--- src/svge_pkg.sv ---
// Package with shared constants, types and arithmetic helpers of the gate engine.
`timescale 1ns / 1ps
package svge_pkg;
    localparam int MaxQubits = 10;
    localparam int FracBits  = 16;
    localparam int CompW     = FracBits + 2;
    localparam int Depth     = 1 << MaxQubits;
    localparam int AddrW     = MaxQubits;
    localparam int QW        = 4;

    localparam logic [3:0] FUNC_H     = 4'd0;
    localparam logic [3:0] FUNC_X     = 4'd1;
    localparam logic [3:0] FUNC_Y     = 4'd2;
    localparam logic [3:0] FUNC_Z     = 4'd3;
    localparam logic [3:0] FUNC_RX    = 4'd4;
    localparam logic [3:0] FUNC_RY    = 4'd5;
    localparam logic [3:0] FUNC_RZ    = 4'd6;
    localparam logic [3:0] FUNC_CNOT  = 4'd7;
    localparam logic [3:0] FUNC_CZ    = 4'd8;
    localparam logic [3:0] FUNC_READ  = 4'd9;
    localparam logic [3:0] FUNC_GND   = 4'd10;

    localparam logic [1:0] ST_OK    = 2'd0;
    localparam logic [1:0] ST_RANGE = 2'd1;
    localparam logic [1:0] ST_FUNC  = 2'd2;

    // sqrt(1/2) rounded to FracBits fraction bits.
    localparam longint SqrtHalfQ32 = 64'd3037000500;
    localparam logic [CompW-1:0] HalfRoot =
        CompW'((SqrtHalfQ32 + (64'd1 << (31 - FracBits))) >> (32 - FracBits));
    localparam logic signed [CompW-1:0] One = CompW'(1 << FracBits);
    localparam logic signed [CompW-1:0] CompMax = CompW'((1 << (FracBits + 1)) - 1);
    localparam logic signed [CompW-1:0] CompMin = CompW'(-(1 << (FracBits + 1)));

    localparam int ProdW = 2 * CompW + 2;
    localparam int AccW  = 2 * CompW + MaxQubits + 2;

    typedef logic signed [CompW-1:0] t_comp;

    typedef struct packed {
        logic [3:0]     func;
        logic [QW-1:0]  tq;
        logic [QW-1:0]  cq;
        logic [AddrW:0] dim;
    } t_cmd;

    typedef struct packed {
        logic       start_gate;
        logic       start_z;
        logic       start_read;
        logic       start_gnd;
    } t_ctl;

    typedef struct packed {
        logic busy;
    } t_sts;

    function automatic t_comp sat_comp(input logic signed [AccW-1:0] x);
        if (x > AccW'(CompMax)) return CompMax;
        if (x < AccW'(CompMin)) return CompMin;
        return x[CompW-1:0];
    endfunction

    // Round to nearest with half toward plus infinity, then saturate.
    function automatic t_comp rnd(input logic signed [ProdW-1:0] x);
        logic signed [ProdW-1:0] y;
        y = (x + ProdW'(1 << (FracBits - 1))) >>> FracBits;
        return sat_comp(AccW'(y));
    endfunction
endpackage

--- src/svge_ctrl.sv ---
// Controller: request decode, error checks and sequencing of the datapath.
`timescale 1ns / 1ps
module svge_ctrl import svge_pkg::*; (
    input  logic           i_clk,
    input  logic           i_rst_n,
    input  logic           i_valid,
    output logic           o_ready,
    input  logic [3:0]     i_func,
    input  logic [QW-1:0]  i_tq,
    input  logic [QW-1:0]  i_cq,
    input  logic [AddrW-1:0] i_idx,
    input  logic [3:0]     i_nq,
    input  logic           i_out_free,
    output t_ctl           o_ctl,
    output t_cmd           o_cmd,
    output logic           o_err,
    output logic [1:0]     o_err_code,
    input  t_sts           i_sts
);
    localparam logic [1:0] S_IDLE = 2'd0;
    localparam logic [1:0] S_GATE = 2'd1;
    localparam logic [1:0] S_Z    = 2'd2;
    localparam logic [1:0] S_WAIT = 2'd3;

    logic [1:0] r_state, n_state;
    t_cmd       r_cmd, n_cmd;
    logic [3:0] nq;
    logic [AddrW:0] dim;
    logic [1:0] chk;

    always_comb begin
        nq = i_nq;
        if (nq < 4'd1) nq = 4'd1;
        if (nq > 4'(MaxQubits)) nq = 4'(MaxQubits);
        dim = (AddrW+1)'(1) << nq;
        chk = ST_OK;
        if (i_func > FUNC_GND) chk = ST_FUNC;
        else if (i_func <= FUNC_CZ && (i_tq >= nq ||
                 (i_func >= FUNC_CNOT && i_cq >= nq))) chk = ST_RANGE;
        else if (i_func == FUNC_READ && (AddrW+1)'(i_idx) >= dim) chk = ST_RANGE;
    end

    assign o_ready = (r_state == S_IDLE) && i_out_free;
    assign o_cmd = r_cmd;

    always_comb begin
        n_state = r_state;
        n_cmd = r_cmd;
        o_ctl = '0;
        o_err = 1'b0;
        o_err_code = chk;
        unique case (r_state)
            S_IDLE: begin
                if (i_valid && o_ready) begin
                    n_cmd = '{func: i_func, tq: i_tq, cq: i_cq, dim: dim};
                    if (chk != ST_OK) begin
                        o_err = 1'b1;
                    end else if (i_func == FUNC_READ) begin
                        o_ctl.start_read = 1'b1;
                        n_state = S_Z;
                    end else if (i_func == FUNC_GND) begin
                        o_ctl.start_gnd = 1'b1;
                        n_state = S_GATE;
                    end else begin
                        o_ctl.start_gate = 1'b1;
                        n_state = S_GATE;
                    end
                end
            end
            S_GATE: begin
                if (!i_sts.busy) begin
                    o_ctl.start_z = 1'b1;
                    n_state = S_WAIT;
                end
            end
            S_Z: begin
                if (!i_sts.busy) begin
                    o_ctl.start_z = 1'b1;
                    n_state = S_WAIT;
                end
            end
            S_WAIT: begin
                if (!i_sts.busy) n_state = S_IDLE;
            end
            default: n_state = S_IDLE;
        endcase
    end

    always_ff @(posedge i_clk) begin
        if (!i_rst_n) r_state <= S_IDLE;
        else r_state <= n_state;
        r_cmd <= n_cmd;
    end
endmodule

--- config.mk ---
export PLATFORM = sky130hd
export DESIGN_NAME = svge_ctrl
export DESIGN_NICKNAME = d
export VERILOG_FILES = /design/src/svge_pkg.sv /design/src/svge_ctrl.sv
export SDC_FILE = /design/constraint.sdc
export NUM_CORES = 1
export LEC_CHECK = 0
export BUFFER_PORTS_ARGS = -buffer_cell sky130_fd_sc_hd__buf_4
export CORE_UTILIZATION = 51
export DETAILED_ROUTE_END_ITERATION = 12
export PLACE_DENSITY = 0.85
export SETUP_SLACK_MARGIN = 0.02
export SYNTH_ARGS = -nofsm -noshare
export SYNTH_HDL_FRONTEND = slang
export SYNTH_SLANG_ARGS = --single-unit
--- constraint.sdc ---
create_clock -name i_clk -period 3.81 [get_ports i_clk]
set_input_delay 0.1905 -clock i_clk [delete_from_list [all_inputs] [get_ports i_clk]]
set_output_delay 0.1905 -clock i_clk [all_outputs]
set_load 0.1 [all_outputs]
==> run_results.csv <==
group,metric,value,unit
clocking,cts.sinks,25,
floorplan,die_area,3090,um2
synthesis,synth_area_per_cell,11.2,um2
clocking,cts_resized,0,
floorplan,dieWidth,55.6,um
run,drv_cap,0,
cells_and_area,fin_nets,246,
floorplan,core_area,2730,um2
worst_setup_path,path_class,"in -> out",
detailed_routing,routedWlPerCell,14.5,um
placement,io_buffers,61,
timing,grt_setup_unrepaired,"no",
detailed_routing,vias_per_cell,5.48,
hold_path,worst_hold_path_type,"in -> reg",
floorplan,die_h,55.6,um
synthesis,synth_area,1460,um2
clocking,clk_pin_slew,0.12,ns
global_route,antenna_found_initial,0,
timing,fin_hold_ws,0.0593,ns
synthesis,synthTopCellsByArea,"edfxtp_1 (47%), ha_1 (15%), inv_1 (4.4%)",
worst_setup_path,critPathLaunchType,"primary input",
clocking,cts_tree,"yes",
synthesis,synthDistinctLibCells,38,
synthesis,yosysTopAreaCell,"edfxtp_1",
floorplan,initial_core_util,53.5,%
synthesis,yosysWarnings,0,
placement,place_congestion,0.920,
pwr,pwr_density_cell,480,nW/um2
cells_and_area,layout_commonest_cell,"buf_4",
global_route,grt_pass1_vias,1151,
floorplan,num_rows,19,
clocking,clk_latency,0.31,ns
clocking,cts_hold_buf,0,
synthesis,yosysSeqAreaShare,49.9,%
clocking,clock_path_buffers,2,
placement,dpl_worst_slack,1.31,ns
detailed_routing,initialDrtViolationCount,49,
pwr,p_total,961,uW
clocking,post-cts-setup-buffer-count,0,
timing,max_freq,390,MHz
global_route,grt_pass1_wl,5310,um
global_route,grt_max_degree,24,
cells_and_area,area_growth,36.7,%
floorplan,ios,62,
worst_setup_path,cp-end-kind,"output pin",
synthesis,synth_top_area_share,47.2,%
timing,setup_viol,0,
timing,finalWorstSetupSlack,1.24,ns
worst_setup_path,r2r_setup_slack,2.14,ns
status,status,"finished clean",
worst_setup_path,crit_arrival,2.38,ns
detailed_routing,drt_wl_total,3300,um
timing,clock_skew,0.00487,ns
global_route,grt_use_total,22.3,%
detailed_routing,drc,0,
global_route,overflow,0,
timing,finalMaxSlewViolations,0,
worst_setup_path,cp.required,3.62,ns
clocking,numCtsBuffers,3,
detailed_routing,dr_total_vias,1250,
cells_and_area,n_antenna_cell,0,
cells_and_area,mostFrequentLayoutCells,"buf_4 (62), edfxtp_1 (23), inv_1 (17), ha_1 (17), nand2_1 (14)",
timing,hold_violations,0,
detailed_routing,ant_nets,0,
placement,dpl.hpwl,2630,um
cells_and_area,layout-drive-gt1-share,36.5,%
clocking,ctsHtreeMaxLevel,1,
worst_setup_path,path_max_fanout,8,
synthesis,synth_seq_cells,25,
clocking,root_buffer,"clkbuf_4",
detailed_routing,first_pass_iters,4,
pwr,leakage,0.953,nW
timing,fin_crit_sh,67.3,%
pwr,irDropWorstVdd,0.351,mV
timing,period_minus_slack,2.57,ns
synthesis,synthCells,131,
==> routing by layer <==
metal | global-route usage (%) | share of wire (%)
met4 | 8.93 | 2.1
met3 | 4.65 | 5.1
met5 | 0 | 0
met2 | 39.2 | 53
met1 | 26.5 | 40
==> flip-flops by register name, summed over array words and instances (netlist names) <==
register and flops:
r_state 2, o_cmd 23
==> cell families (layout without fill, tap and decap cells) <==
| group | after synthesis | in the layout | share of synthesized area [%] |
|---|---|---|---|
| AND/OR/NAND/NOR | 42 | 42 | 15.7 |
| AO/OA/AOI/OAI | 25 | 25 | 13.3 |
| flip-flops | 25 | 25 | 49.9 |
| buffers and inverters | 19 | 84 | 4.87 |
| adder cells (fa/ha/maj) | 17 | 17 | 14.5 |
| multiplexers | 2 | 2 | 1.37 |
| other | 1 | 2 | 0.256 |
==> final timing paths <==
path / from / to / depth (start not counted)
hold reg to reg: r_state[1] / r_state[1] / 2
setup / recovery: i_nq[3] / o_ctl[1] / 12
hold / removal: i_tq[2] / o_cmd[17] / 1
setup reg to reg: r_state[0] / o_cmd[11] / 4
==> final cells by class <==
class                   instances  area [um2]
multi-input cells              88         672
repair buffers                 62         465
fillers                       192         733
inverters                      18        67.6
well taps                      31        38.8
flip-flops and latches         25         731
clock buffers                   4        26.3
==> power breakdown <==
group / switching (mW) / total (mW) / internal (mW)
combinational: 0.373 / 0.494 / 0.121
clock: 0.0748 / 0.116 / 0.0409
sequential: 0.0114 / 0.351 / 0.340
==> through the flow <==
| stage | instances | utilization [%] | TNS [ns] | cell area [um2] |
|---|---|---|---|---|
| finish | 228 | 73.2 | 0 | 2000 |
| global route | 228 | 73.2 | 0 | 2000 |
| CTS | 228 | 73.2 | 0 | 2000 |
| detailed placement | 224 | 72.2 | 0 | 1970 |
| global placement | 224 | 72.2 | 0 | 1970 |
| floorplan | 132 | - | -0.0451 | 1470 |
==> worst max-delay path, cell delays in order <==
cell and delay (ns):
buf_4 0.14, inv_2 0.09, nand2_1 0.15, or2_2 0.33, ha_1 0.31, a21oi_1 0.15
o211ai_1 0.09, a31oi_1 0.17, o22a_1 0.20, nand2_1 0.11, nor2_1 0.13, buf_4 0.30
==> cell usage after synthesis (all sizes together) <==
library cell / number
nand4: 2
or3: 3
clkbuf: 1
conb: 1
a21oi: 2
nor2: 6
ha: 17
nand2b: 4
and3: 1
edfxtp: 23
inv: 18
o22ai: 1
and3b: 1
o31ai: 1
and4: 1
and2: 2
or2: 1
nor3: 2
nand2: 14
mux2i: 2
a2111o: 2
nand3: 2
o22a: 1
o211a: 1
o2111ai: 1
o211ai: 3
nor3b: 1
a32oi: 1
dfxtp: 2
a211oi: 1
nor4b: 1
nand3b: 1
o21ai: 4
a31oi: 2
o21a: 5
Power figures use the tool's default switching activity.
